### src/hdl/vrot_pkg.sv
package vrot_pkg;

  localparam int unsigned CORDIC_STAGES_DEF = 16;
  localparam int unsigned ATAN_LEN          = 24;

  localparam int unsigned IN_W   = 16;
  localparam int unsigned OUT_W  = 17;
  localparam int unsigned VW     = 48;
  localparam int unsigned ZW     = 33;
  localparam int unsigned PW     = 48;
  localparam int unsigned FRAC   = 30;
  localparam int unsigned ANG_SH = 16;

  localparam logic signed [36:0] ANG_SCALE = 37'sd44798133901;
  localparam logic signed [30:0] INV_GAIN  = 31'sd652032874;
  localparam logic signed [OUT_W-1:0] OUT_LIMIT = 17'sd46341;

  localparam logic [29:0] ATAN_TAB [ATAN_LEN] = '{
    30'd536870912, 30'd316933406, 30'd167458907, 30'd85004756, 30'd42667331,
    30'd21354465,  30'd10679838,  30'd5340245,   30'd2670163,  30'd1335087,
    30'd667544,    30'd333772,    30'd166886,    30'd83443,    30'd41722,
    30'd20861,     30'd10430,     30'd5215,      30'd2608,     30'd1304,
    30'd652,       30'd326,       30'd163,       30'd81
  };

  typedef struct packed {
    logic signed [VW-1:0] set_x;
    logic signed [VW-1:0] set_y;
    logic signed [VW-1:0] meas_x;
    logic signed [VW-1:0] meas_y;
    logic signed [ZW-1:0] z;
  } vrot_data_t;

endpackage

### src/hdl/vrot_prep.sv
module vrot_prep import vrot_pkg::*; (
  input  logic                   clk_i,
  input  logic                   rst_ni,
  input  logic                   in_valid_i,
  output logic                   in_ready_o,
  input  logic signed [IN_W-1:0] set_vel_x_i,
  input  logic signed [IN_W-1:0] set_vel_y_i,
  input  logic signed [IN_W-1:0] meas_vel_x_i,
  input  logic signed [IN_W-1:0] meas_vel_y_i,
  input  logic signed [IN_W-1:0] heading_mrad_i,
  output logic                   out_valid_o,
  input  logic                   out_ready_i,
  output vrot_data_t             out_data_o
);

  logic                 a_valid_q;
  logic                 a_ready;
  logic [PW-1:0]        prod_q;
  logic signed [PW-1:0] ang_prod;
  logic signed [VW-1:0] sx_q, sy_q, mx_q, my_q;
  logic signed [VW-1:0] sx_d, sy_d, mx_d, my_d;

  logic                 b_valid_q;
  logic                 b_ready;
  vrot_data_t           data_q, data_d;
  logic [PW-1:0]        rnd_sum;
  logic [31:0]          phase;
  logic [31:0]          theta;
  logic [31:0]          theta_f;
  logic                 fold;

  // The heading is scaled to a binary angle where a full turn is 2^32.
  assign ang_prod = PW'(heading_mrad_i) * PW'(ANG_SCALE);
  assign sx_d     = VW'(set_vel_x_i)  * VW'(INV_GAIN);
  assign sy_d     = VW'(set_vel_y_i)  * VW'(INV_GAIN);
  assign mx_d     = VW'(meas_vel_x_i) * VW'(INV_GAIN);
  assign my_d     = VW'(meas_vel_y_i) * VW'(INV_GAIN);

  assign b_ready    = !b_valid_q || out_ready_i;
  assign a_ready    = !a_valid_q || b_ready;
  assign in_ready_o = a_ready;

  always_ff @(posedge clk_i or negedge rst_ni) begin
    if (!rst_ni) begin
      a_valid_q <= 1'b0;
    end else if (a_ready) begin
      a_valid_q <= in_valid_i;
    end
  end

  always_ff @(posedge clk_i) begin
    if (in_valid_i && a_ready) begin
      prod_q <= ang_prod;
      sx_q   <= sx_d;
      sy_q   <= sy_d;
      mx_q   <= mx_d;
      my_q   <= my_d;
    end
  end

  // Rounded phase, rotation by minus the heading, then a fold into the
  // half turn around zero so that the CORDIC chain converges.
  always_comb begin
    rnd_sum = prod_q + PW'(32768);
    phase   = rnd_sum[ANG_SH+31:ANG_SH];
    theta   = 32'd0 - phase;
    fold    = theta[31] ^ theta[30];
    theta_f = {theta[31] ^ fold, theta[30:0]};
    data_d.z = $signed({theta_f[31], theta_f});
    if (fold) begin
      data_d.set_x  = -sx_q;
      data_d.set_y  = -sy_q;
      data_d.meas_x = -mx_q;
      data_d.meas_y = -my_q;
    end else begin
      data_d.set_x  = sx_q;
      data_d.set_y  = sy_q;
      data_d.meas_x = mx_q;
      data_d.meas_y = my_q;
    end
  end

  always_ff @(posedge clk_i or negedge rst_ni) begin
    if (!rst_ni) begin
      b_valid_q <= 1'b0;
    end else if (b_ready) begin
      b_valid_q <= a_valid_q;
    end
  end

  always_ff @(posedge clk_i) begin
    if (a_valid_q && b_ready) begin
      data_q <= data_d;
    end
  end

  assign out_valid_o = b_valid_q;
  assign out_data_o  = data_q;

endmodule

### config.mk
export PLATFORM = sky130hd
export DESIGN_NAME = vrot_prep
export DESIGN_NICKNAME = d
export VERILOG_FILES = /design/src/hdl/vrot_pkg.sv /design/src/hdl/vrot_prep.sv
export SDC_FILE = /design/constraint.sdc
export NUM_CORES = 2
export LEC_CHECK = 0
export BUFFER_PORTS_ARGS = -buffer_cell sky130_fd_sc_hd__buf_2
export CAP_MARGIN = 30
export CELL_PAD_IN_SITES_DETAIL_PLACEMENT = 0
export CELL_PAD_IN_SITES_GLOBAL_PLACEMENT = 1
export CORE_UTILIZATION = 47
export DETAILED_ROUTE_END_ITERATION = 6
export PLACE_DENSITY = 0.77
export SLEW_MARGIN = 20
export SYNTH_ARGS = -nofsm -noshare
export SYNTH_HDL_FRONTEND = slang
export SYNTH_SLANG_ARGS = --single-unit
### constraint.sdc
create_clock -name clk_i -period 5.9 [get_ports clk_i]
set_input_delay 0.295 -clock clk_i [delete_from_list [all_inputs] [get_ports clk_i]]
set_output_delay 0.295 -clock clk_i [all_outputs]
set_load 0.005 [all_outputs]
Word level (Yosys, flattened, before mapping) --
Index checks and enable logic that the tools add are counted.
Storage, ports and cells: register bits 462, output and inout port bits 227, input bits 84
Operators by class: multiplexer cells 1, reductions and logical operators 6, multiply operators 5, bitwise gates (word level) 2, $add $sub $neg 6
Operator list (number):
- $mux 192 | 1
- $neg 48->48 | 4
- $mul 16x30->46 const B | 4
- $add 48x16->48 const B | 1
- $mul 16x37->48 const B | 1
- $sub 1x32->32 const A | 1
- $logic_and 1x1->1 | 2
- $logic_not 1->1 | 2
- $logic_or 1x1->1 | 2
- $xor 1x1->1 | 2

Logic depth before layout (Yosys ltp) --
depth in word-level cells 4, depth in mapped cells 24

Least setup slack after synthesis --
Ideal clock, no wire load.
kind input-to-reg, start point input set_vel_y_i[7], end point register sy_q[44] (data pin), library setup time 262 ps, cell stages on the path 21, arrival time 5982 ps, setup slack -344 ps, path buffers 1, cell sequence fa_1 inv_1 fa_1 fa_1 inv_1 fa_1 fa_1 inv_1 fa_1 inv_1 ha_1 clkbuf_1 and4_1 a221o_1 a311o_1 a21o_1 a31o_2 a41oi_1 o311a_1 o21bai_1 xor2_1
Between the ends: word-level cells in the longest chain between the ends 1
RTL lines:
- from (decl) | RTL line vrot_prep.sv:7 | input logic signed [IN_W-1:0] set_vel_y_i,
- $mul 16x30->46 | RTL line vrot_prep.sv:35 | assign sy_d = VW'(set_vel_y_i) * VW'(INV_GAIN);
- net sy_d[44] | RTL line vrot_prep.sv:21 | logic signed [VW-1:0] sx_d, sy_d, mx_d, my_d;
- to (signal assigned) | RTL line vrot_prep.sv:55 | sy_q <= sy_d;
- to (decl) | RTL line vrot_prep.sv:20 | logic signed [VW-1:0] sx_q, sy_q, mx_q, my_q;
The timed path passes the listed nets, and every way through them passes these cells. A chain may end at the register's enable or synchronous reset.

Final worst setup path --
start point input meas_vel_y_i[5], end point register my_q[43] (data pin)
Between the ends: word-level cells in the longest chain between the ends 1
RTL lines:
- from (decl) | RTL line vrot_prep.sv:9 | input logic signed [IN_W-1:0] meas_vel_y_i,
- $mul 16x30->46 | RTL line vrot_prep.sv:37 | assign my_d = VW'(meas_vel_y_i) * VW'(INV_GAIN);
- net my_d[43] | RTL line vrot_prep.sv:21
- to (signal assigned) | RTL line vrot_prep.sv:57 | my_q <= my_d;
- to (decl) | RTL line vrot_prep.sv:20
The timed path passes the listed nets, and every way through them passes these cells.

==> impl_metrics.tcl <==
set metrics [dict create \
    final_cells 8330 \
    synth_commonest_cells "inv_1 (1424), fa_1 (883), ha_1 (858)" \
    num-fill-cells 11060 \
    core_area_um2 125600 \
    synth-seq-cells 438 \
    multi_input_area_um2 40960 \
    worstSetupStartpointType "input port" \
    yosysUniqueCellTypes 84 \
    grt_pass1_wl_mm 251.4 \
    yosys-top-cells-area "fa_1 (30%), edfxtp_1 (22%), ha_1 (18%), inv_1 (9.0%), xnor2_1 (5.0%)" \
    layout.nets 8458 \
    synth_xor_area_share_pct 6.214 \
    floorplan.die_area_um2 128000 \
    drtIter0Drc 2424 \
    worstSkewPairLatency_ns 0.64 \
    grt_overflow 0 \
    cts.clk_slew.worst_paths_ns 0.07 \
    synth_top_family_by_area "adder cells" \
    start_util_pct 47.38 \
    maxSlewHeadroom_pct 39.66 \
    synth_edf_count 436 \
    dieHeight_um 357.8 \
    finalClockSkew_ns 0.05052 \
    fp.dieW_um 357.8 \
    cap_violations 0 \
    yosys.area.top_type "fa_1" \
    drc_errors 0 \
    worst_pin_slew_ns 0.8977 \
    grt_pass1_vias 44550 \
    synth_most_common_cell "inv_1" \
    place_ws_ns -0.6158 \
    ys_async_sr_fraction_pct 0.4566 \
    syn2layout_area_growth_pct 19.27 \
    yosys.area_share.simple_pct 6.227 \
    status "finished clean" \
    grt_start_max_net_pins 131 \
    stdcell_area_um2 70960 \
    antenna_found_initial 14 \
    clock_sinks 438 \
    drive_gt1_share_pct 19.17 \
    hold_viol_final 0 \
    cts_buffers 53 \
    dpl_cell_area_um2 68780 \
    synth_warnings 0 \
    avgSynthCellArea_um2 10.73 \
    arrival_ns 6.07 \
    ant_nets 0 \
    synth_mux_area_share_pct 0.03575 \
    hpwl_mm 140.7 \
    yosysTopAreaCellShare_pct 29.71 \
    wire_per_inst_um 19.20 \
    io_buffers 306 \
    cts_root_buf "clkbuf_16" \
    ys.flop_type "edfxtp_1" \
    worst_slack_ns 0.1824 \
    clockBufferDepth 3 \
    dp.cells 8221 \
    fin_crit_ns 5.718 \
    io_pins 311 \
    synth_fa_ha_area_share_pct 47.75 \
    cts_tree "done" \
    final-setup-viol-count 0 \
    syn-cell-area_um2 59500 \
    end_kind "flop" \
    via_count 42280 \
    ys_seq_area_share_pct 22.09 \
    synthCells 5545 \
    worstSetupPathType "input port to flop" \
    synth-compound-area-share_pct 8.037 \
    required_ns 6.25 \
    dr.pass1.iters 5 \
    period_share_pct 96.91 \
    grtUsageTotal_pct 25.70 \
    register_area_um2 13140 \
    cts_max_level 2 \
    clock.fmax_ghz 0.1749 \
    viasPerCell 5.075 \
    wl_mm 159.9 \
    cp_max_fo 5 \
    row_count 130 \
    hp-class "input port to flop" \
    maxSlewViolCount 0 \
    place_congestion 0.9564 \
]
-- state kept, by name, indices dropped and copies added, names as in the netlist --
| register | flops |
|---|---|
| out_data_o | 219 |
| mx_q | 46 |
| my_q | 46 |
| sx_q | 46 |
| sy_q | 46 |
| prod_q | 33 |
| a_valid_q | 1 |
| out_valid_o | 1 |
-- layout make-up --
type	count	share of cell area, %
antenna	2	0.007053
timing repair buffer	1098	10.67
tap	1650	2.909
multi-input combinational	3618	57.72
clock inverter	38	0.6383
inverter	1424	7.532
clock buffer	62	2.005
sequential	438	18.52
-- worst max-delay path, cell delays in order --
cell and delay, ns:
buf_2 0.18, buf_4 0.13, ha_1 0.17, inv_1 0.08
fa_1 0.57, inv_1 0.07, fa_1 0.51, inv_1 0.05
fa_1 0.48, inv_1 0.06, fa_1 0.51, fa_1 0.51
ha_1 0.32, nand2_1 0.07, buf_4 0.15, o32a_1 0.41
nor3_1 0.28, buf_4 0.20, nor2_2 0.06, o21ai_2 0.21
buf_6 0.14, a21oi_1 0.06, o211ai_1 0.26, a21oi_1 0.13
xnor2_1 0.17
-- path summary, 6_finish.rpt --
check	to	cells after the start	startpoint	slack, ns
max	my_q[43]$_DFFE_PP_	25	meas_vel_y_i[5]	0.18
min	mx_q[2]$_DFFE_PP_	2	meas_vel_x_i[1]	0.06
max reg2reg	out_data_o[208]$_DFFE_PP_	12	prod_q[15]$_DFFE_PP_	0.92
min reg2reg	out_data_o[178]$_DFFE_PP_	0	sx_q[1]$_DFFE_PP_	0.46
max in group asynchronous	a_valid_q$_DFFE_PN0N_	3	rst_ni	5.21
min in group asynchronous	out_valid_o$_DFFE_PN0P_	3	rst_ni	0.57
-- per-stage QoR --
step                hold slack, ns  setup TNS (ns)  utilization (%)
detailed placement         0.08361          -28.18            54.77
global placement           0.08004          -24.78            54.77
finish                     0.06292               0            56.51
floorplan               -0.0005911         -0.1082                -
global route               0.05055        -0.02424            56.51
CTS                        0.01363               0            56.32
-- placed cells by master (no fill, tap or decap), types with 21 or more instances in the layout --
cell type | netlist | final
inv_1 | 1424 | 1421
nand2b_1 | 27 | 27
o31ai_1 | 56 | 56
buf_4 | 13 | 779
and3_1 | 29 | 29
nand2_1 | 186 | 186
o21a_1 | 30 | 29
nor2_1 | 153 | 152
nor3_1 | 54 | 53
xnor2_1 | 337 | 337
or4_1 | 22 | 21
xor2_1 | 82 | 81
buf_2 | 11 | 306
clkbuf_16 | 0 | 55
o41ai_1 | 28 | 28
ha_1 | 858 | 851
or3_1 | 31 | 31
a21o_1 | 92 | 92
nand3_1 | 59 | 57
fa_1 | 883 | 876
a21oi_1 | 183 | 176
o21bai_1 | 25 | 25
nand4_1 | 47 | 47
o21ai_0 | 151 | 140
a31oi_1 | 26 | 23
edfxtp_1 | 436 | 436
nor2b_1 | 29 | 28
-- cell families (layout without fill, tap and decap cells) --
logic type,count (synthesis),in the layout
other,1,6
AO/OA/AOI/OAI,727,727
flip-flops,438,438
buffers and inverters,1492,2622
multiplexers,2,2
XOR/XNOR,420,420
AND/OR/NAND/NOR,724,724
adder cells (fa/ha/maj),1741,1741
-- repair_timing --
item,CTS,global route
endpoints found under the setup margin,0,39
hold buffers,6,0
buffers inserted,0,1
hold endpoints to repair,5,0
gates resized for setup,0,55
-- routing by layer --
| layer | part of all wire [%] | up-vias | GRT usage, % | wire length, um |
|---|---|---|---|---|
| met1 | 45 | 20920 | 35.66 | 71550 |
| met4 | 2.3 | 4 | 5.813 | 3607 |
| li1 | - | 20230 | - | - |
| met5 | 0.014 | - | 0 | 23 |
| met3 | 6.6 | 175 | 4.992 | 10570 |
| met2 | 46 | 952 | 41.64 | 74150 |
Power is left out: the tool's default activity adds up to more than one toggle a clock period on the data nets, which glitch-free logic cannot reach.
