==> src/hdl/vrot_pkg.sv <==
package vrot_pkg;

  localparam int unsigned CORDIC_STAGES_DEF = 16;
  localparam int unsigned ATAN_LEN          = 24;

  localparam int unsigned IN_W   = 16;
  localparam int unsigned OUT_W  = 17;
  localparam int unsigned VW     = 48;
  localparam int unsigned ZW     = 33;
  localparam int unsigned PW     = 48;
  localparam int unsigned FRAC   = 30;
  localparam int unsigned ANG_SH = 16;

  localparam logic signed [36:0] ANG_SCALE = 37'sd44798133901;
  localparam logic signed [30:0] INV_GAIN  = 31'sd652032874;
  localparam logic signed [OUT_W-1:0] OUT_LIMIT = 17'sd46341;

  localparam logic [29:0] ATAN_TAB [ATAN_LEN] = '{
    30'd536870912, 30'd316933406, 30'd167458907, 30'd85004756, 30'd42667331,
    30'd21354465,  30'd10679838,  30'd5340245,   30'd2670163,  30'd1335087,
    30'd667544,    30'd333772,    30'd166886,    30'd83443,    30'd41722,
    30'd20861,     30'd10430,     30'd5215,      30'd2608,     30'd1304,
    30'd652,       30'd326,       30'd163,       30'd81
  };

  typedef struct packed {
    logic signed [VW-1:0] set_x;
    logic signed [VW-1:0] set_y;
    logic signed [VW-1:0] meas_x;
    logic signed [VW-1:0] meas_y;
    logic signed [ZW-1:0] z;
  } vrot_data_t;

endpackage

==> src/hdl/vrot_cell.sv <==
module vrot_cell import vrot_pkg::*; #(
  parameter int unsigned SHIFT = 0
) (
  input  logic       clk_i,
  input  logic       rst_ni,
  input  logic       in_valid_i,
  output logic       in_ready_o,
  input  vrot_data_t in_data_i,
  output logic       out_valid_o,
  input  logic       out_ready_i,
  output vrot_data_t out_data_o
);

  localparam logic signed [ZW-1:0] Atan = ZW'(ATAN_TAB[SHIFT]);

  logic       valid_q;
  vrot_data_t data_q, data_d;

  assign in_ready_o = !valid_q || out_ready_i;

  // Both vectors turn in the same direction, steered by the shared angle.
  always_comb begin
    if (!in_data_i.z[ZW-1]) begin
      data_d.set_x  = in_data_i.set_x  - (in_data_i.set_y  >>> SHIFT);
      data_d.set_y  = in_data_i.set_y  + (in_data_i.set_x  >>> SHIFT);
      data_d.meas_x = in_data_i.meas_x - (in_data_i.meas_y >>> SHIFT);
      data_d.meas_y = in_data_i.meas_y + (in_data_i.meas_x >>> SHIFT);
      data_d.z      = in_data_i.z - Atan;
    end else begin
      data_d.set_x  = in_data_i.set_x  + (in_data_i.set_y  >>> SHIFT);
      data_d.set_y  = in_data_i.set_y  - (in_data_i.set_x  >>> SHIFT);
      data_d.meas_x = in_data_i.meas_x + (in_data_i.meas_y >>> SHIFT);
      data_d.meas_y = in_data_i.meas_y - (in_data_i.meas_x >>> SHIFT);
      data_d.z      = in_data_i.z + Atan;
    end
  end

  always_ff @(posedge clk_i or negedge rst_ni) begin
    if (!rst_ni) begin
      valid_q <= 1'b0;
    end else if (in_ready_o) begin
      valid_q <= in_valid_i;
    end
  end

  always_ff @(posedge clk_i) begin
    if (in_valid_i && in_ready_o) begin
      data_q <= data_d;
    end
  end

  assign out_valid_o = valid_q;
  assign out_data_o  = data_q;

endmodule

==> config.mk <==
export PLATFORM = sky130hd
export DESIGN_NAME = vrot_cell
export DESIGN_NICKNAME = d
export VERILOG_FILES = /design/src/hdl/vrot_pkg.sv /design/src/hdl/vrot_cell.sv
export SDC_FILE = /design/constraint.sdc
export NUM_CORES = 1
export LEC_CHECK = 0
export ABC_AREA = 0
export BUFFER_PORTS_ARGS = -buffer_cell sky130_fd_sc_hd__buf_2
export CAP_MARGIN = 30
export CORE_AREA = 10 10 383 199
export CTS_CLUSTER_DIAMETER = 30
export CTS_CLUSTER_SIZE = 20
export DETAILED_ROUTE_END_ITERATION = 6
export DIE_AREA = 0 0 393 209
export GPL_ROUTABILITY_DRIVEN = 0
export PLACE_DENSITY = 0.6
export SKIP_CTS_REPAIR_TIMING = 1
export SYNTH_ARGS = -nofsm -noshare
export SYNTH_HDL_FRONTEND = slang
export SYNTH_SLANG_ARGS = --single-unit
export TNS_END_PERCENT = 50
==> constraint.sdc <==
create_clock -name clk_i -period 7.1 [get_ports clk_i]
set_input_delay 0 -clock clk_i [delete_from_list [all_inputs] [get_ports clk_i]]
set_output_delay 0 -clock clk_i [all_outputs]
set_load 0.1 [all_outputs]
Word-level counts from Yosys, hierarchy flattened
Cells that the tools add are included. W data, S select, Z words.

Register bits after elaboration: 226. Input bits: 229. Output and inout port bits: 227. Logic and storage cells: 18.

Add/subtract/negate cells: 8. Multiplexer cells: 1. Reductions and logical operators: 3.

Operators by type and width (count): $mux W225 (1); $sub A48 B48 Y48 (4); $add A48 B48 Y48 (2); $add A33 B31 Y33 const B (1); $sub A33 B31 Y33 const B (1); $logic_and A1 B1 Y1 (1); $logic_not A1 Y1 (1); $logic_or A1 B1 Y1 (1).

Longest topological paths before layout
Gate-level depths: netlist (run 1).

Depth in word-level cells: 3. Depth in mapped cells: 14. Mapped depth without buffers: 13.

Worst setup path after synthesis (run 1)
Ideal clock, no wire load.

Kind: register to register. Start: register valid_q (netlist: out_valid_o). End: register data_q, in the netlist out_data_o[0], enable pin. Library setup time: 610 ps. Arrival time: 6833 ps. Required time: 6490 ps. Path slack: -342 ps. Cell stages (with the launch flop): 3. Buffers on the path: 0. Clock period less this slack: 7442 ps. Cells stage by stage: dfrtp_1 -> nand2b_1 -> and2_1.

Cells in the longest elaborated chain, start to end: 3.

Ends and longest elaborated chain: start: declaration (RTL line vrot_cell.sv:16) `logic valid_q;`; start signal: assignment (RTL line vrot_cell.sv:42) `valid_q <= in_valid_i;`; $logic_not A1 Y1 (RTL line vrot_cell.sv:19) `assign in_ready_o = !valid_q || out_ready_i;`; $logic_or A1 B1 Y1 (RTL line vrot_cell.sv:19); net in_ready_o (RTL line vrot_cell.sv:7) `output logic in_ready_o,`; $logic_and A1 B1 Y1 (RTL line vrot_cell.sv:47) `if (in_valid_i && in_ready_o) begin`; end signal: assignment (RTL line vrot_cell.sv:48) `data_q <= data_d;`; end: declaration (RTL line vrot_cell.sv:17) `vrot_data_t data_q, data_d;`.

The timed path passes the listed nets, and every way through them passes these cells. A chain may end at the register's enable or synchronous reset.

==> results_dict.tcl, run 1 <==
set metrics [dict create \
    synth-xor-area-share_pct 6.67 \
    end_kind "register" \
    fin_ws_ps 3090 \
    dp_hpwl_mm 85.5 \
    antenna_found_initial 23 \
    dp_worst_setup_slack_ps 3210 \
    synth_top_area_share_pct 27.7 \
    multi_input_area_um2 15800 \
    rows 69 \
    setup_viol 0 \
    grt_pass1_wl_mm 150 \
    final.fill_count 7177 \
    max_slew_margin_pct 20.6 \
    port_buffers 455 \
    finalWirelength_mm 105 \
    syn_nets 3472 \
    synth_adder_area_share_pct 15.3 \
    synth_warnings 0 \
    final_cell_area_um2 29400 \
    cts_num_sinks 224 \
    clk_latency_ps 600 \
    synth_edf_count 223 \
    io_pins 456 \
    ys_seq_elements 224 \
    grt_overflow_total 0 \
    power_density_nw_per_um2 248 \
    cp_max_fo 5 \
    vias 25500 \
    holdCritStartpoint "in_data_i[82]" \
    post-route-min-period_ps 4010 \
    worst-setup-path-type "input pin to register" \
    layout-drive-gt1-share_pct 18.1 \
    track_usage_pct 23.8 \
    final_nets 3910 \
    async_flop_share_pct 0.446 \
    status "complete, but fails checks" \
    fmax_mhz 249 \
    die_w_um 393 \
    rsz0062_at_grt "false" \
    routed_via_density 5.85 \
    die-area_um2 82100 \
    rrSetupSlack_ps 4910 \
    synthMuxAreaShare_pct 1.92 \
    r2r_start "out_valid_o" \
    cts_tree "done" \
    cp.required_ps 7430 \
    die_h_um 209 \
    setup_tns_ps 0 \
    clock_power_share_pct 32.2 \
    grt_max_degree 111 \
    slowest_stage "o41ai_1" \
    core_area_um2 69900 \
    clk_pin_slew_ps 50 \
    areaGrowthSynthToFinish_pct 21.6 \
    cp.buffers_inverters 2 \
    cts_max_path_buffers 3 \
    reg2reg_depth 3 \
    finalNonFillerCells 4369 \
    drtIter0Drc 4168 \
    synthCells 2952 \
    synth_top_family_by_area "compound AO/OA/AOI/OAI gates" \
    cts_inserted_buffers 51 \
    worst_path_largest_cell_delay_ps 990 \
    synth-simple-area-share_pct 14.4 \
    dp_cells 4212 \
    regArea_um2 6720 \
    synth.distinct_cells 90 \
    synth_area_um2 24200 \
    placed_area_um2 27200 \
    violations "DRC" \
    yosysTopAreaCell "edfxtp_1" \
    intPower_w 0.00393 \
    min_period_over_period_pct 56.5 \
    wl_per_cell_um 24.0 \
    maxSlewViolCount 0 \
    fin_skew_ps 13.7 \
    min_to "out_data_o[34]" \
    rr_endpoint "out_data_o[182]" \
    firstDrtPassIters 7 \
    hold_path_class "input pin to register" \
    vdd_drop_max_mv 0.166 \
    critical-path-top-delay-family "compound AO/OA/AOI/OAI gates" \
    postRouteAntennaNets 0 \
    yosys-top-cells-area "edfxtp_1 (28%), ha_1 (15%), a21oi_1 (7.9%)" \
    leakage_nw 12.9 \
    hold_violations 0 \
    path_cells "dlygate4sd3_1, buf_2, ha_1, fa_1, nor2b_1, o221ai_1, o21ai_0, a211oi_1, nand2_1, a41o_1, a31oi_2, o41ai_1, a21oi_1, xor2_1" \
    p_sw_w 0.00336 \
    drc_errors 13 \
    seq_area_frac_synth_pct 27.8 \
    combPwrFrac_pct 43.8 \
    htreeDepth 2 \
    switching_share_pct 46.1 \
    grt_pass1_vias 22600 \
    start_util_pct 34.5 \
    worstMarginPinSlew_ps 1180 \
    clockRootBuffer "clkbuf_16" \
    critPathLaunchType "input pin" \
    arrival_ps 4340 \
    avgSynthCellArea_um2 8.18 \
    min_path_cells 3 \
    synth_ff_type "edfxtp_1" \
    seq_power_share_pct 23.9 \
    maxCapViolCount 0 \
    synth_compound_area_share_pct 27.0 \
]
==> synthesized netlist by cell type (7+ instances only) <==
| master | count |
|---|---|
| a22oi_1 | 7 |
| clkinv_1 | 9 |
| o21bai_1 | 65 |
| a221oi_1 | 13 |
| xor2_1 | 21 |
| nand2_1 | 173 |
| buf_1 | 23 |
| nor3_1 | 57 |
| o211ai_1 | 24 |
| buf_2 | 21 |
| or3_1 | 15 |
| o21ai_1 | 9 |
| o21a_1 | 25 |
| nor2b_1 | 33 |
| nand4_1 | 36 |
| a21o_1 | 74 |
| a211o_1 | 11 |
| a21oi_1 | 382 |
| nand3_1 | 57 |
| edfxtp_1 | 223 |
| and3_1 | 10 |
| nor2_1 | 262 |
| a21boi_0 | 13 |
| ha_1 | 284 |
| fa_1 | 7 |
| and2_1 | 11 |
| mux2i_1 | 44 |
| a31oi_1 | 34 |
| inv_1 | 281 |
| xnor2_1 | 163 |
| nand2b_1 | 25 |
| clkbuf_1 | 83 |
| a211oi_1 | 23 |
| o31ai_1 | 32 |
| nor4_1 | 23 |
| or2_2 | 15 |
| o21ai_0 | 219 |
| a311oi_1 | 7 |
| nor3b_1 | 7 |
==> worst reg2reg max path: stages, from the launching register on <==
cell and delay, ps:
dfrtp_1 370, nand2b_1 120, and2_4 560, buf_4 720
==> routing by layer <==
| metal | track usage (%) | share of wire (%) |
|---|---|---|
| met5 | 1.88 | 0.27 |
| met4 | 3.85 | 1.3 |
| met3 | 13.3 | 18 |
| met2 | 27.7 | 35 |
| met1 | 36.3 | 46 |
==> cell type report <==
type | instances | share of cell area (%)
Multi-Input combinational cell | 2300 | 53.7
Sequential cell | 224 | 22.9
Timing Repair Buffer | 520 | 9.87
Clock buffer | 53 | 4.37
Tap cell | 923 | 3.93
Inverter | 293 | 3.75
Clock inverter | 42 | 1.41
Antenna cell | 14 | 0.119
==> cell families (layout without fill, tap and decap cells) <==
kind of cell / Yosys count / in the layout
AO/OA/AOI/OAI: 1035 / 1035
AND/OR/NAND/NOR: 744 / 744
buffers and inverters: 428 / 908
adder cells (fa/ha/maj): 291 / 291
flip-flops: 224 / 224
XOR/XNOR: 184 / 184
multiplexers: 46 / 46
other: 0 / 14
==> how the worst max path moves through the flow <==
stage,slack (ps),cells past startpoint,to,start
5_1_grt,3110,14,out_data_o[213],in_data_i[177]
4_1_cts,3870,13,out_data_o[80],in_data_i[45]
3_5_place_dp,3210,13,out_data_o[80],in_data_i[45]
2_1_floorplan,2100,2,out_data_o[0],out_valid_o
6_report,3090,14,out_data_o[173],in_data_i[177]
3_3_place_gp,3160,13,out_data_o[80],in_data_i[45]
==> cell usage in the layout, fill, tap and decap left out, drive strengths merged, types with 21 or more instances in the layout <==
cell type and count:
nand3 57, ha 284, nand4 36, dlygate4sd3 47, o21bai 65, a21o 74, edfxtp 223, a21oi 382
nor2 262, mux2i 44, inv 297, clkbuf 55, o31ai 33, nor3 57, o21a 25, nor2b 33
o21ai 229, nand2 173, a211oi 29, xor2 21, nor4 23, xnor2 163, o211ai 24, nand2b 25
buf 471, clkinv 26, a31oi 35
==> power by group through the flow <==
| stage | Sequential [W] | Clock [W] | Combinational, W |
|---|---|---|---|
| 6_report | 0.00174 | 0.00235 | 0.00320 |
| 5_1_grt | 0.00175 | 0.00249 | 0.00333 |
| 4_1_cts | 0.00175 | 0.00242 | 0.00308 |
| 3_5_place_dp | 0.00177 | 0 | 0.00307 |
| 3_3_place_gp | 0.00177 | 0 | 0.00307 |
| 2_1_floorplan | 0.00277 | 0 | 0.00126 |
==> flip-flops by register name (all words and copies together), names as in the netlist <==
| signal | flops |
|---|---|
| out_valid_o | 1 |
| out_data_o | 223 |
==> per-stage QoR <==
step | total power (W) | hold slack (ps) | utilization [%]
after floorplan | 0.00403 | -296 | -
after global placement | 0.00483 | -224 | 38.8
after detailed placement | 0.00483 | -223 | 38.8
after CTS | 0.00724 | -880 | 41.3
after global routing | 0.00758 | 7.11 | 42.0
final | 0.00729 | 34.0 | 42.0
Note: power is estimated with default switching activity, not from simulation.
==> run 2, diff against run 1 <==
Settings changed: PLACE_DENSITY 0.6 to 0.62.
Clock period 7.1 ns to 3.45 ns, I/O delays scaled along.
==> run 2 against run 1 <==
The run ends with DRC, hold timing, setup timing left; non-clock buffer count rose by 214; via count rose by 3.9%; global-route usage rose by 1.1 points; critical endpoint unchanged; die area did not move; core utilization rose by 2.5 points; flip-flop and latch count did not move; worst hold slack got worse by 66 ps; register-to-register slack got worse by 3100 ps; final cell count rose by 5.0%; count of clock-buffer cells in the layout rose by 3; clock power rose by 120%; total power rose by 120%; largest power group unchanged.
==> results_dict.tcl, run 2 (synthesis gave the netlist of run 1 again) <==
set metrics [dict create \
    postRouteAntennaNets 0 \
    grt_max_degree 134 \
    cp.buffers_inverters 4 \
    htreeDepth 2 \
    min_period_over_period_pct 103 \
    start_util_pct 34.5 \
    worstMarginPinSlew_ps 1120 \
    fin_skew_ps 12.6 \
    final.fill_count 7031 \
    hold_path_class "input pin to register" \
    cts_tree "done" \
    largest_reg_flops 223 \
    fmax_mhz 282 \
    worstSetupStartpoint "in_data_i[145]" \
    path_cells "buf_2, inv_1, ha_1, nor4_1, buf_4, and4_1, a21boi_1, a211oi_1, buf_4, nand2_1, a41o_1, a31oi_2, o41ai_1, a21oi_1, xor2_1" \
    clk_pin_slew_ps 50 \
    vias 26500 \
    critPathLaunchType "input pin" \
    dp_worst_setup_slack_ps -277 \
    maxSlewViolCount 0 \
    cp.required_ps 3780 \
    finalWirelength_mm 110 \
    status "complete, but fails checks" \
    routed_via_density 5.79 \
    fin_ws_ps -89.9 \
    rsz0062_at_grt "false" \
    clockRootBuffer "clkbuf_16" \
    io_pins 456 \
    drtIter0Drc 4305 \
    areaGrowthSynthToFinish_pct 28.9 \
    track_usage_pct 24.9 \
    drc_errors 12 \
    die_h_um 209 \
    max_slew_margin_pct 25.2 \
    crit_top_cell "buf_4" \
    end_kind "register" \
    die_w_um 393 \
    arrival_ps 3870 \
    slowest_stage "o41ai_1" \
    hold_violations 3 \
    min_to "out_data_o[180]" \
    cp_max_fo 5 \
    critical-path-top-delay-family "compound AO/OA/AOI/OAI gates" \
    firstDrtPassIters 7 \
    antenna_found_initial 20 \
    r2r_start "out_valid_o" \
    leakage_nw 14.0 \
    cts_num_sinks 224 \
    grt_pass1_vias 24000 \
    dp_hpwl_mm 89.7 \
    setup_viol 2 \
    layout-drive-gt1-share_pct 22.9 \
    rrSetupSlack_ps 1790 \
    rows 69 \
    final_nets 4125 \
    vdd_drop_max_mv 0.359 \
    reg2reg_depth 3 \
    worst-setup-path-type "input pin to register" \
    holdWs_ps -31.9 \
    cts_inserted_buffers 52 \
    grt_pass1_wl_mm 156 \
    holdCritStartpoint "in_data_i[180]" \
    power_density_nw_per_um2 505 \
    violations "DRC, hold timing, setup timing" \
    port_buffers 455 \
    final_cell_mix "buf_2 (454), a21oi_1 (382), ha_1 (284)" \
    post-route-min-period_ps 3540 \
    clk_latency_ps 610 \
    grt_overflow_total 0 \
    layout_commonest_cell "buf_2" \
    maxCapViolCount 0 \
    die-area_um2 82100 \
    core_area_um2 69900 \
    final_util_pct 44.5 \
    rr_endpoint "out_data_o[149]" \
    wl_per_cell_um 23.9 \
    cts_max_path_buffers 3 \
    worst_path_largest_cell_delay_ps 890 \
    min_path_cells 3 \
]
==> run 2: area by class of cell <==
class,instances,area [um2],area share [%]
multi-input cells,2300,15800,50.6
flip-flops and latches,224,6720,21.6
repair buffers,734,4550,14.6
clock buffers,56,1320,4.23
well taps,923,1150,3.71
inverters,293,1100,3.54
clock inverters,42,478,1.54
diodes,15,37.5,0.121
==> run 2: worst register-to-register path, delay by kind of cell (launching register included) <==
family	cells	cell delay (ps)
flip-flops	1	400
buffers and inverters	1	360
AND/OR/NAND/NOR	2	390
==> run 2: per-layer routing <==
layer	track usage [%]	vias up	wire length (um)	share of wire, %
li1	-	11900	-	-
met5	0	-	75	0.068
met4	4.52	10	2160	2.0
met3	14.0	182	20000	18
met1	37.6	12300	49400	45
met2	29.2	2084	38100	35
==> run 2: worst max-delay path by stage <==
stage	to	slack (ps)	cells after the start
after detailed placement	out_data_o[173]	-280	15
final	out_data_o[173]	-90	15
after global placement	out_data_o[173]	-220	15
after global routing	out_data_o[173]	30	15
after floorplan	out_data_o[0]	150	2
after CTS	out_data_o[173]	340	15
==> run 2: power breakdown <==
group | internal [W] | switching, W
combinational | 0.00187 | 0.00513
sequential | 0.00347 | 0.000123
clock | 0.00321 | 0.00191
total | 0.00855 | 0.00717
==> run 2: stage by stage <==
stage	cells	instance area, um2	power, W	setup TNS, ps
2_1_floorplan	2952	24200	0.00828	0
3_3_place_gp	4425	28800	0.0103	-921
3_5_place_dp	4425	28800	0.0103	-1120
4_1_cts	4523	30600	0.0155	0
5_1_grt	4581	31100	0.0163	0
6_report	4587	31100	0.0157	-125
