[config.mk]
export PLATFORM = sky130hd
export DESIGN_NAME = vrot_post
export DESIGN_NICKNAME = d
export VERILOG_FILES = /design/src/hdl/vrot_pkg.sv /design/src/hdl/vrot_post.sv
export SDC_FILE = /design/constraint.sdc
export NUM_CORES = 1
export LEC_CHECK = 0
export BUFFER_PORTS_ARGS = -buffer_cell sky130_fd_sc_hd__buf_2
export CAP_MARGIN = 5
export CORE_ASPECT_RATIO = 1.25
export CORE_UTILIZATION = 25
export CTS_CLUSTER_SIZE = 12
export DETAILED_ROUTE_END_ITERATION = 10
export HOLD_SLACK_MARGIN = 0.06
export PLACE_DENSITY = 0.46
export SETUP_SLACK_MARGIN = 0.1
export SLEW_MARGIN = 5
export SYNTH_ARGS = -nofsm -noshare
export SYNTH_HDL_FRONTEND = slang
export SYNTH_SLANG_ARGS = --single-unit
export TNS_END_PERCENT = 30
[constraint.sdc]
create_clock -name clk_i -period 3.8 [get_ports clk_i]
set_input_delay 0.19 -clock clk_i [delete_from_list [all_inputs] [get_ports clk_i]]
set_output_delay 0.19 -clock clk_i [all_outputs]
set_load 0.02 [all_outputs]
[src/hdl/vrot_pkg.sv]
package vrot_pkg;

  localparam int unsigned CORDIC_STAGES_DEF = 16;
  localparam int unsigned ATAN_LEN          = 24;

  localparam int unsigned IN_W   = 16;
  localparam int unsigned OUT_W  = 17;
  localparam int unsigned VW     = 48;
  localparam int unsigned ZW     = 33;
  localparam int unsigned PW     = 48;
  localparam int unsigned FRAC   = 30;
  localparam int unsigned ANG_SH = 16;

  localparam logic signed [36:0] ANG_SCALE = 37'sd44798133901;
  localparam logic signed [30:0] INV_GAIN  = 31'sd652032874;
  localparam logic signed [OUT_W-1:0] OUT_LIMIT = 17'sd46341;

  localparam logic [29:0] ATAN_TAB [ATAN_LEN] = '{
    30'd536870912, 30'd316933406, 30'd167458907, 30'd85004756, 30'd42667331,
    30'd21354465,  30'd10679838,  30'd5340245,   30'd2670163,  30'd1335087,
    30'd667544,    30'd333772,    30'd166886,    30'd83443,    30'd41722,
    30'd20861,     30'd10430,     30'd5215,      30'd2608,     30'd1304,
    30'd652,       30'd326,       30'd163,       30'd81
  };

  typedef struct packed {
    logic signed [VW-1:0] set_x;
    logic signed [VW-1:0] set_y;
    logic signed [VW-1:0] meas_x;
    logic signed [VW-1:0] meas_y;
    logic signed [ZW-1:0] z;
  } vrot_data_t;

endpackage

[src/hdl/vrot_post.sv]
module vrot_post import vrot_pkg::*; (
  input  logic                    clk_i,
  input  logic                    rst_ni,
  input  logic                    in_valid_i,
  output logic                    in_ready_o,
  input  vrot_data_t              in_data_i,
  output logic                    out_valid_o,
  input  logic                    out_ready_i,
  output logic signed [OUT_W-1:0] rot_set_x_o,
  output logic signed [OUT_W-1:0] rot_set_y_o,
  output logic signed [OUT_W-1:0] rot_meas_x_o,
  output logic signed [OUT_W-1:0] rot_meas_y_o
);

  localparam int unsigned RW = VW + 1 - FRAC;

  logic                    valid_q;
  logic signed [OUT_W-1:0] sx_q, sy_q, mx_q, my_q;

  function automatic logic signed [OUT_W-1:0] finish(input logic signed [VW-1:0] v);
    logic signed [VW:0]   sum;
    logic signed [RW-1:0] r;
    logic signed [RW-1:0] lim;
    sum = {v[VW-1], v} + (VW+1)'(1 << (FRAC - 1));
    r   = sum[VW:FRAC];
    lim = RW'(OUT_LIMIT);
    if (r > lim) begin
      r = lim;
    end else if (r < -lim) begin
      r = -lim;
    end
    return r[OUT_W-1:0];
  endfunction

  assign in_ready_o = !valid_q || out_ready_i;

  always_ff @(posedge clk_i or negedge rst_ni) begin
    if (!rst_ni) begin
      valid_q <= 1'b0;
    end else if (in_ready_o) begin
      valid_q <= in_valid_i;
    end
  end

  always_ff @(posedge clk_i) begin
    if (in_valid_i && in_ready_o) begin
      sx_q <= finish(in_data_i.set_x);
      sy_q <= finish(in_data_i.set_y);
      mx_q <= finish(in_data_i.meas_x);
      my_q <= finish(in_data_i.meas_y);
    end
  end

  assign out_valid_o  = valid_q;
  assign rot_set_x_o  = sx_q;
  assign rot_set_y_o  = sy_q;
  assign rot_meas_x_o = mx_q;
  assign rot_meas_y_o = my_q;

endmodule

### Yosys cells after proc, flatten, opt, wreduce, memory -nomap -nowiden

Cells that the tools add are included.

* add/subtract/negate cells: 4
* magnitude comparators: 8
* multiplexer cells: 4
* reductions and logical operators: 7

Operators by type and width (number)
* $add 48x31->49 const B: 4
* $gt 19x17->1 const B: 4
* $lt 19x17->1 const B: 4
* $mux 17: 4
* $reduce_or 2->1: 4
* $logic_and 1x1->1: 1
* $logic_not 1->1: 1
* $logic_or 1x1->1: 1

* register bits after elaboration: 69
* input bits: 229
* output and inout bits: 70
* logic and storage cells: 32

### Longest topological paths before layout

Gate-level depths: netlist (run 1).

* depth after elaboration: 3
* depth in mapped cells: 12
* gate-level depth less buffers: 9

### Least setup slack after synthesis (run 1)

No wires, ideal clock.

* path type: reg2reg
* from: register valid_q (netlist: out_valid_o)
* to: register mx_q[0] (netlist: rot_meas_x_o[0]), enable pin
* library setup time: 0.433 ns
* arrival time: 2.341 ns
* required time: 3.367 ns
* path slack: 1.026 ns
* stages on the path, launching flop included: 3
* buffers on the path: 0
* clock period less this slack: 2.774 ns
* path through: dfrtp_1 > nand2b_1 > and2_1

* longest elaborated chain between the ends: 3

Ends and longest elaborated chain
* start, declared: RTL line vrot_post.sv:17 `logic valid_q;`
* start signal, assigned: RTL line vrot_post.sv:41 `valid_q <= in_valid_i;`
* $logic_not 1->1: RTL line vrot_post.sv:35 `assign in_ready_o = !valid_q || out_ready_i;`
* $logic_or 1x1->1: RTL line vrot_post.sv:35
* net in_ready_o: RTL line vrot_post.sv:5 `output logic in_ready_o,`
* $logic_and 1x1->1: RTL line vrot_post.sv:46 `if (in_valid_i && in_ready_o) begin`
* end signal, assigned: RTL line vrot_post.sv:49 `mx_q <= finish(in_data_i.meas_x);`
* end, declared: RTL line vrot_post.sv:18 `logic signed [OUT_W-1:0] sx_q, sy_q, mx_q, my_q;`

The timed path passes the listed nets, and every way through them passes these cells.
A chain may end at the register's enable or synchronous reset.

### Final worst setup path (run 1)

* from: input port in_data_i[206] in the netlist's numbering
* to: register sx_q[7] (netlist: rot_set_x_o[7]) (data pin)

* longest elaborated chain between the ends: 3
* elaborated cells between the ends (all ways): 4
* classes of those cells: 1 x add/sub; 2 x order compare; 1 x mux

Ends and longest elaborated chain
* start, declared: RTL line vrot_post.sv:6 `input vrot_data_t in_data_i,`
* $add 48x31->49 (*): RTL line vrot_post.sv:24 `sum = {v[VW-1], v} + (VW+1)'(1 << (FRAC - 1));`
* $lt 19x17->1: RTL line vrot_post.sv:29 `end else if (r < -lim) begin`
* $mux 17: RTL line vrot_post.sv:29
* end signal, assigned: RTL line vrot_post.sv:47 `sx_q <= finish(in_data_i.set_x);`
* end, declared: RTL line vrot_post.sv:18

Every way passes the cells marked *; elsewhere a longest branch is shown, timed or not.

==> results of run 1 <==
==> stage by stage <==
step / hold slack, ps / util / instances / total power, W / setup slack [ps]
after floorplan: -106 / - / 710 / 0.00133 / 1030
after global placement: -33.3 / 0.294 / 1154 / 0.00153 / 508
after detailed placement: -31.7 / 0.294 / 1154 / 0.00152 / 462
after CTS: 80.4 / 0.308 / 1171 / 0.00253 / 822
after global routing: 92.4 / 0.308 / 1171 / 0.00262 / 509
final: 90.8 / 0.308 / 1171 / 0.00250 / 798
==> kinds of logic (layout without fill, tap and decap cells) <==
logic type / count (synthesis) / count (layout)
AO/OA/AOI/OAI: 224 / 224
XOR/XNOR: 64 / 64
adder cells (fa/ha/maj): 4 / 4
buffers and inverters: 71 / 202
flip-flops: 69 / 69
multiplexers: 1 / 1
AND/OR/NAND/NOR: 277 / 277
==> synth_stat cells (5+ instances only) <==
master | n | share of area
a21o_2 | 5 | 0.0071
a31oi_1 | 13 | 0.013
and3_1 | 9 | 0.0091
buf_2 | 16 | 0.013
or2_2 | 5 | 0.0050
a22oi_1 | 11 | 0.013
a2111oi_0 | 5 | 0.0071
clkbuf_1 | 17 | 0.010
nor2b_1 | 5 | 0.0050
xnor2_1 | 41 | 0.058
o31ai_1 | 11 | 0.013
o21a_1 | 9 | 0.011
a21o_1 | 14 | 0.017
nor3_1 | 19 | 0.015
o22ai_1 | 8 | 0.0081
nor2_1 | 46 | 0.028
nand4b_1 | 5 | 0.0071
nand3b_1 | 5 | 0.0061
or4_1 | 5 | 0.0061
nand2_1 | 50 | 0.030
nand4_1 | 24 | 0.024
and2_1 | 6 | 0.0061
o21ai_0 | 33 | 0.027
a21oi_1 | 52 | 0.042
o211ai_1 | 7 | 0.0085
and4_1 | 5 | 0.0071
a21boi_0 | 6 | 0.0073
edfxtp_1 | 68 | 0.33
nand3_1 | 42 | 0.034
xor2_1 | 23 | 0.033
nor4_1 | 12 | 0.012
inv_1 | 22 | 0.013
nand2b_1 | 11 | 0.011
a32oi_1 | 6 | 0.0085
==> flip-flops by register name, summed over array words and instances (netlist names) <==
register / flops
rot_set_y_o: 17
rot_set_x_o: 17
rot_meas_x_o: 17
rot_meas_y_o: 17
out_valid_o: 1
==> cells in the final DEF (no fill, tap or decap), types with 4 or more instances in the layout <==
master,n
nor2_1,46
buf_2,149
a32oi_1,6
a31oi_1,13
o22ai_1,8
nor3_1,19
nand2b_1,11
nand3_1,42
a21o_2,5
nand3b_1,5
edfxtp_1,68
xnor2_1,41
a2111oi_0,5
o31ai_1,11
and4_1,5
o21ai_0,33
o21bai_1,4
or2_2,5
o21a_1,9
o211ai_1,7
nor4_1,12
inv_1,22
nand4_1,24
a21oi_1,52
buf_4,14
ha_1,4
and3_1,9
nand2_1,50
a22oi_1,11
a21o_1,14
nor2b_1,5
and2_1,5
clkbuf_16,9
nand4b_1,5
a21boi_0,6
nor3b_1,4
or4_1,5
xor2_1,23
==> critical path, stage by stage <==
cell and delay (ps):
buf_2 160, ha_1 350, nand3_1 370, or3_1 500, nor4_1 270, o21ai_0 200, a31oi_1 210, o21ai_2 100
a211oi_4 590, a21oi_1 100
==> worst paths after layout <==
check                                     from               to  slack (ps)  cells after the start
worst max register to register     out_valid_o  rot_meas_x_o[7]        2150                      2
worst max-delay path            in_data_i[206]   rot_set_x_o[7]         800                     10
max in group asynchronous               rst_ni      out_valid_o        3570                      2
worst min-delay path                in_valid_i      out_valid_o          90                      2
min in group asynchronous               rst_ni      out_valid_o         150                      2
worst min register to register     out_valid_o      out_valid_o         540                      2
==> cell type report <==
class	instances	area, um2
fillers	2622	16900
multi-input cells	570	3760
flip-flops and latches	69	2070
repair buffers	164	861
well taps	330	413
clock buffers	10	229
clock inverters	6	111
inverters	22	82.6
==> routing by layer <==
metal | GRT usage | share of wire | up-vias
met5 | 0 | 0 | -
met4 | 0.0506 | 0.021 | 0
met3 | 0.0266 | 0.049 | 24
met2 | 0.257 | 0.49 | 179
met1 | 0.193 | 0.44 | 2794
li1 | - | - | 2988
==> repair_timing <==
action | in CTS | in global routing
buffers inserted | 0 | 0
hold endpoints to repair | 1 | 0
gates resized for setup | 0 | 0
setup endpoints to repair | 0 | 0
hold buffers | 1 | 0
==> power groups by stage <==
stage,Sequential [W],Combinational (W),Clock (W)
after floorplan,0.00101,0.000322,0
after global placement,0.000941,0.000587,0
after detailed placement,0.000941,0.000582,0
after CTS,0.000926,0.000588,0.00102
after global routing,0.000930,0.000649,0.00105
final,0.000924,0.000583,0.000989
==> impl_metrics.toml, run 1 <==
[global_routing]
grt_pass1_wl_mm = 30.4
grt.total_usage = 0.152
grt_pass1_vias = 5742
antenna_found_initial = 0
grt_max_degree = 69
gr-total-overflow = 0

[synth]
synth_compound_area_frac = 0.248
netlist_area_mm2 = 0.00620
async_reset_ff_frac = 0.0145
synthMuxAreaShare = 0.00162
yosys.area_share.simple = 0.258
synth.distinct_cells = 86
ys_warn_count = 0
synth-seq-cells = 69
synth-adder-area-share = 0.00808
syn_avg_cell_area_um2 = 8.73
synth_seq_area_share = 0.334
synth_top_family_by_area = "simple AND/OR/NAND/NOR gates"
syn_inst = 710
synth-edff-count = 68
synth_top_flop_cell = "edfxtp_1"
synthesis.nets = 943
synthXorXnorAreaFrac = 0.0905

[clocking]
cts_buffers = 9
clockRootBuffer = "clkbuf_16"
cts.path.max_buffers = 2
htree_levels = 3
clock-sinks = 69
clk_latency_ps = 340
cts_tree = "built"
clk_pin_slew_ps = 60

[status]
run_status = "complete, no violations"

[critical_path]
cp.arrival_ps = 3060
crit_required_ps = 3850
crit_fanout = 16
cp-end-kind = "flip-flop"
path_class = "primary input to flip-flop"
cp-start-kind = "primary input"

[power_and_ir_drop]
switching_share = 0.295
p_int_w = 0.00176
combPwrFrac = 0.234
powerDensity_mw_per_mm2 = 332
clkPwrFrac = 0.396
switchingPower_w = 0.000737
pwr-share-seq = 0.370
irDropWorstVdd_mv = 0.194
p_leak_nw = 2.72

[floorplan]
start_util = 0.254
core_mm2 = 0.0244
die_h_um = 178
die-width_um = 143
io_pins = 299
die-area_mm2 = 0.0254
placementRows = 64

[sta]
clock.fmax_mhz = 333
finalCriticalPeriod_ps = 3000
worst_slew_pin_slew_ps = 910
skew_ps = 7.98
maxSlewViolCount = 0
rsz0062_at_grt = "false"
hold_viol_final = 0
finalCritPeriodShare = 0.790
max_slew_margin = 0.394
setup_violations = 0
setup_tns_ps = 0

[drt]
antenna_left = 0
viasPerCell = 5.11
wire_per_inst_um = 15.9
drt_iter0_markers = 333
drt_wl_total_mm = 18.7
num_vias = 5985
drc = 0
first_pass_iters = 5

[placed_design]
gp_congestion = 0.874
place_hpwl_mm = 14.1
io_buffer_count = 149
placed_cell_area_mm2 = 0.00718

[finish]
area_delta_synth_final_pct = 21.4
diodes = 0
design_area_mm2 = 0.00753
layout-drive-gt1-share = 0.257
fin_nets = 1069

[worst_hold_path]
hp-class = "primary input to flip-flop"

[job]
drv_cap = 0
Power figures use the tool's default switching activity.
==> inputs of run 2 (changes only) <==
ABC_AREA = 1   (was not set)
PLACE_DENSITY = 0.47   (was 0.46)
clock period = 2.5 ns   (was 3.8 ns; I/O delays follow)
==> impl_metrics.toml, run 2 <==
[synth]
ys_top_cells_by_count = "nand2_1, inv_1, nor2_1"
netlist_area_mm2 = 0.00611
synth-seq-cells = 69
synth.area.top_cells = "edfxtp_1, nand2_1, inv_1"
syn_inst = 956
synth_top_flop_cell = "edfxtp_1"
yosysTopAreaCell = "edfxtp_1"
synth_seq_area_share = 0.338
syn_avg_cell_area_um2 = 6.39
async_reset_ff_frac = 0.0145
synth.most_common_cell = "nand2_1"
ys_warn_count = 0
synth.distinct_cells = 34
synth-edff-count = 68
yosysTopAreaCellShare = 0.334
synthesis.nets = 1189

[critical_path]
cpLargestDelayFamily = "simple AND/OR/NAND/NOR gates"
crit_required_ps = 2570
cpMostUsedCell = "nand2_1"
max_stage_delay_ps = 240
crit_path_cell_trace = "buf_2 -> ha_1 -> nand2_1 -> nor2_4 -> nand2_1 -> and2_1 -> nor2_1 -> nand3_1 -> nor2_1 -> nand2_1 -> nand3_1 -> nand2_1 -> nand2_2 -> nand3b_1"
crit_fanout = 10
cp_slowest_cell = "ha_1"
cp.arrival_ps = 2100
path_class = "primary input to flip-flop"
cp-start-kind = "primary input"
cp-end-kind = "flip-flop"
cp_num_buf_inv = 1

[floorplan]
placementRows = 63
die_h_um = 177
die-width_um = 142
die-area_mm2 = 0.0251
io_pins = 299
core_mm2 = 0.0239
start_util = 0.256

[clocking]
clockRootBuffer = "clkbuf_16"
cts_setup_buffers = 0
cts_resized = 0
clk_pin_slew_ps = 60
clock-sinks = 69
cts_tree = "built"
cts_hold_buf = 2
clk_latency_ps = 340
cts.path.max_buffers = 2
cts_buffers = 9
htree_levels = 3

[drt]
first_pass_iters = 5
antenna_left = 0
drt_wl_total_mm = 18.6
num_vias = 6414
viasPerCell = 4.43
drt_iter0_markers = 221
wire_per_inst_um = 12.8
drc = 0

[sta]
setup_tns_ps = 0
finalCriticalPeriod_ps = 2030
rsz0062_at_grt = "false"
hold_ws_ps = 78.5
skew_ps = 6.80
max_slew_margin = 0.661
setup_violations = 0
hold_viol_final = 0
maxSlewViolCount = 0
worst_slew_pin_slew_ps = 507
finalCritPeriodShare = 0.810
clock.fmax_mhz = 494

[placed_design]
gp_congestion = 0.934
placed_cell_area_mm2 = 0.00729
dp.cells = 1431
io_buffer_count = 149
place_hpwl_mm = 15.4

[finish]
area_delta_synth_final_pct = 24.0
diodes = 0
final_cell_mix = "nand2_1, buf_2, inv_1"
layoutNonFillerInstCount = 1449
design_area_mm2 = 0.00758
final_common_cell = "nand2_1"
fin_nets = 1352
layout-drive-gt1-share = 0.207

[power_and_ir_drop]
irDropWorstVdd_mv = 0.292
powerDensity_mw_per_mm2 = 456
p_leak_nw = 3.77
power_w = 0.00346

[global_routing]
grt_pass1_wl_mm = 29.9
grt.total_usage = 0.152
grt_max_degree = 69
gr-total-overflow = 0
antenna_found_initial = 2
grt_pass1_vias = 6172

[status]
run_status = "complete, no violations"

[job]
drv_cap = 0

[worst_hold_path]
hp-class = "primary input to flip-flop"
[run 2: final timing paths]
| check | cells past startpoint | slack [ps] | startpoint | end |
|---|---|---|---|---|
| setup / recovery | 14 | 470 | in_data_i[110] | rot_meas_x_o[0] |
| hold / removal | 4 | 80 | out_ready_i | out_valid_o |
| setup reg to reg | 2 | 1170 | out_valid_o | rot_set_x_o[6] |
| hold reg to reg | 2 | 570 | out_valid_o | out_valid_o |
| max in group asynchronous | 2 | 2320 | rst_ni | out_valid_o |
| min in group asynchronous | 2 | 90 | rst_ni | out_valid_o |
[run 2: final cells by class]
cell class                      instances  area, um2
Fill cell                            2671      16300
Clock inverter                          6       47.5
Inverter                              146        551
Sequential cell                        69       2070
Timing Repair Buffer                  157        823
Tap cell                              325        407
Clock buffer                           10        229
Multi-Input combinational cell        736       3460
[run 2: power by group]
part | switching (W) | internal, W
clock network | 0.000533 | 0.000679
logic | 0.000585 | 0.000265
registers | 0.0000227 | 0.00137
total | 0.00114 | 0.00232
[run 2: through the flow]
step,util,setup WS [ps]
final,0.317,474
after global routing,0.317,232
after CTS,0.317,489
after detailed placement,0.305,126
after global placement,0.305,103
after floorplan,-,413
[run 2: layer usage]
metal | vias up | wire (um) | global-route usage
met2 | 188 | 8870 | 0.270
li1 | 3361 | - | -
met3 | 34 | 1220 | 0.0384
met1 | 2827 | 7940 | 0.173
met5 | - | 23 | 0
met4 | 4 | 523 | 0.0609
[run 2: logic make-up (layout without fill, tap and decap cells)]
group,Yosys count,count (layout),synth area share
flip-flops,69,69,0.338
AND/OR/NAND/NOR,650,650,0.468
buffers and inverters,151,319,0.0980
AO/OA/AOI/OAI,61,61,0.0579
XOR/XNOR,21,21,0.0301
adder cells (fa/ha/maj),4,4,0.00819
[run 2: tightest hold or removal path: stages]
cell     delay (ps)
buf_2            70
inv_1            60
nand2_1          70
nand2_1          50
==> inputs of run 3 (changes only) <==
PLACE_DENSITY = 0.46   (was 0.47)
clock period = 2.05 ns   (was 2.5 ns; I/O delays follow)
==> impl_metrics.toml, run 3 (synthesis gave the netlist of run 2 again) <==
[power_and_ir_drop]
clkPwrFrac = 0.354
powerDensity_mw_per_mm2 = 523
irDropWorstVdd_mv = 0.372
pwr-share-seq = 0.372
p_leak_nw = 4.45
switchingPower_w = 0.00147
combPwrFrac = 0.274
switching_share = 0.320
p_int_w = 0.00311

[placed_design]
place_hpwl_mm = 16.8
gp_congestion = 0.892
dp.cells = 1559
io_buffer_count = 149
placed_cell_area_mm2 = 0.00830

[drt]
drt_iter0_markers = 227
wire_per_inst_um = 12.8
drc = 0
first_pass_iters = 7
num_vias = 6845
drt_wl_total_mm = 20.2
viasPerCell = 4.33
antenna_left = 0

[clocking]
cts_buffers = 9
cts.path.max_buffers = 2
clk_pin_slew_ps = 60
clk_latency_ps = 340
clock-sinks = 69
cts_tree = "built"
htree_levels = 3
clockRootBuffer = "clkbuf_16"

[critical_path]
path_class = "primary input to flip-flop"
cp-start-kind = "primary input"
cp-end-kind = "flip-flop"
cp.arrival_ps = 1910
crit_fanout = 14
crit_required_ps = 2140

[finish]
final_cell_mix = "nand2_1, buf_2, inv_1"
layout-drive-gt1-share = 0.306
area_delta_synth_final_pct = 43.1
fillers = 2621
postLayoutCoreUtil = 0.366
final_common_cell = "nand2_1"
fin_nets = 1483
design_area_mm2 = 0.00875
layoutNonFillerInstCount = 1581

[sta]
finalCritPeriodShare = 0.885
worst_slew_pin_slew_ps = 530
finalCriticalPeriod_ps = 1810
max_slew_margin = 0.645
hold_viol_final = 0
clock.fmax_mhz = 551
rsz0062_at_grt = "true"
setup_violations = 0
maxSlewViolCount = 0
skew_ps = 10.1
hold_ws_ps = 231

[floorplan]
start_util = 0.256
die-area_mm2 = 0.0251
placementRows = 63
die_h_um = 177
die-width_um = 142
core_mm2 = 0.0239
io_pins = 299

[global_routing]
antenna_found_initial = 3
grt_pass1_wl_mm = 32.2
grt_max_degree = 69
gr-total-overflow = 0
grt_pass1_vias = 6620
grt.total_usage = 0.165

[job]
drv_cap = 0

[worst_hold_path]
hp-class = "primary input to flip-flop"

[status]
run_status = "complete, no violations"
run 3: worst max-delay path, cell delays in order:
cell and delay [ps]:
buf_2 100, ha_1 160, nand2_1 140, nor3_1 270
nand3_1 120, nand2_1 90, nand2_1 70, buf_4 140
nand3_1 70, nand2_1 50, a21oi_1 120, nand2_1 100
nand3_4 180, buf_4 150, nand2_1 50
run 3: final timing paths:
path	start	end	slack [ps]	depth (start not counted)
setup / recovery	in_data_i[62]	rot_meas_y_o[12]	240	15
hold / removal	in_data_i[128]	rot_meas_x_o[16]	230	3
setup reg to reg	out_valid_o	rot_set_x_o[6]	730	2
hold reg to reg	out_valid_o	rot_meas_x_o[8]	880	2
max in group asynchronous	rst_ni	out_valid_o	1340	3
min in group asynchronous	rst_ni	out_valid_o	590	3
run 3: routing by layer:
layer  track usage  up-vias  wire length, um
li1              -     3624                -
met1         0.179     3028             8300
met2         0.308      165            10200
met3        0.0403       24             1140
met4        0.0556        4              503
met5             0        -               16
run 3: stage by stage:
| step | setup WS [ps] | TNS, ps | power (W) |
|---|---|---|---|
| floorplan | -13.1 | -893 | 0.00239 |
| global placement | -192 | -7310 | 0.00297 |
| detailed placement | -211 | -8180 | 0.00297 |
| CTS | 172 | 0 | 0.00465 |
| global route | 74.1 | 0 | 0.00486 |
| finish | 237 | 0 | 0.00458 |
run 3: power groups by stage:
stage	logic, W	registers (W)	clock network, W
detailed placement	0.00123	0.00173	0
finish	0.00125	0.00170	0.00162
global route	0.00139	0.00171	0.00175
floorplan	0.000539	0.00185	0
CTS	0.00124	0.00170	0.00170
global placement	0.00123	0.00174	0
run 3: timing repair:
item,CTS,global route
resized for setup,0,30
buffers inserted,0,0
endpoints found under the hold margin,2,0
setup endpoints to repair,0,64
hold buffers,4,0
run 3: cell type report:
cell class / count / area (um2) / area share
clock inverter: 7 / 73.8 / 0.00844
timing repair buffer: 287 / 1860 / 0.212
antenna: 1 / 2.50 / 0.000286
sequential: 69 / 2070 / 0.236
inverter: 146 / 553 / 0.0632
multi-input combinational: 737 / 3560 / 0.407
tap: 325 / 407 / 0.0465
clock buffer: 9 / 225 / 0.0257
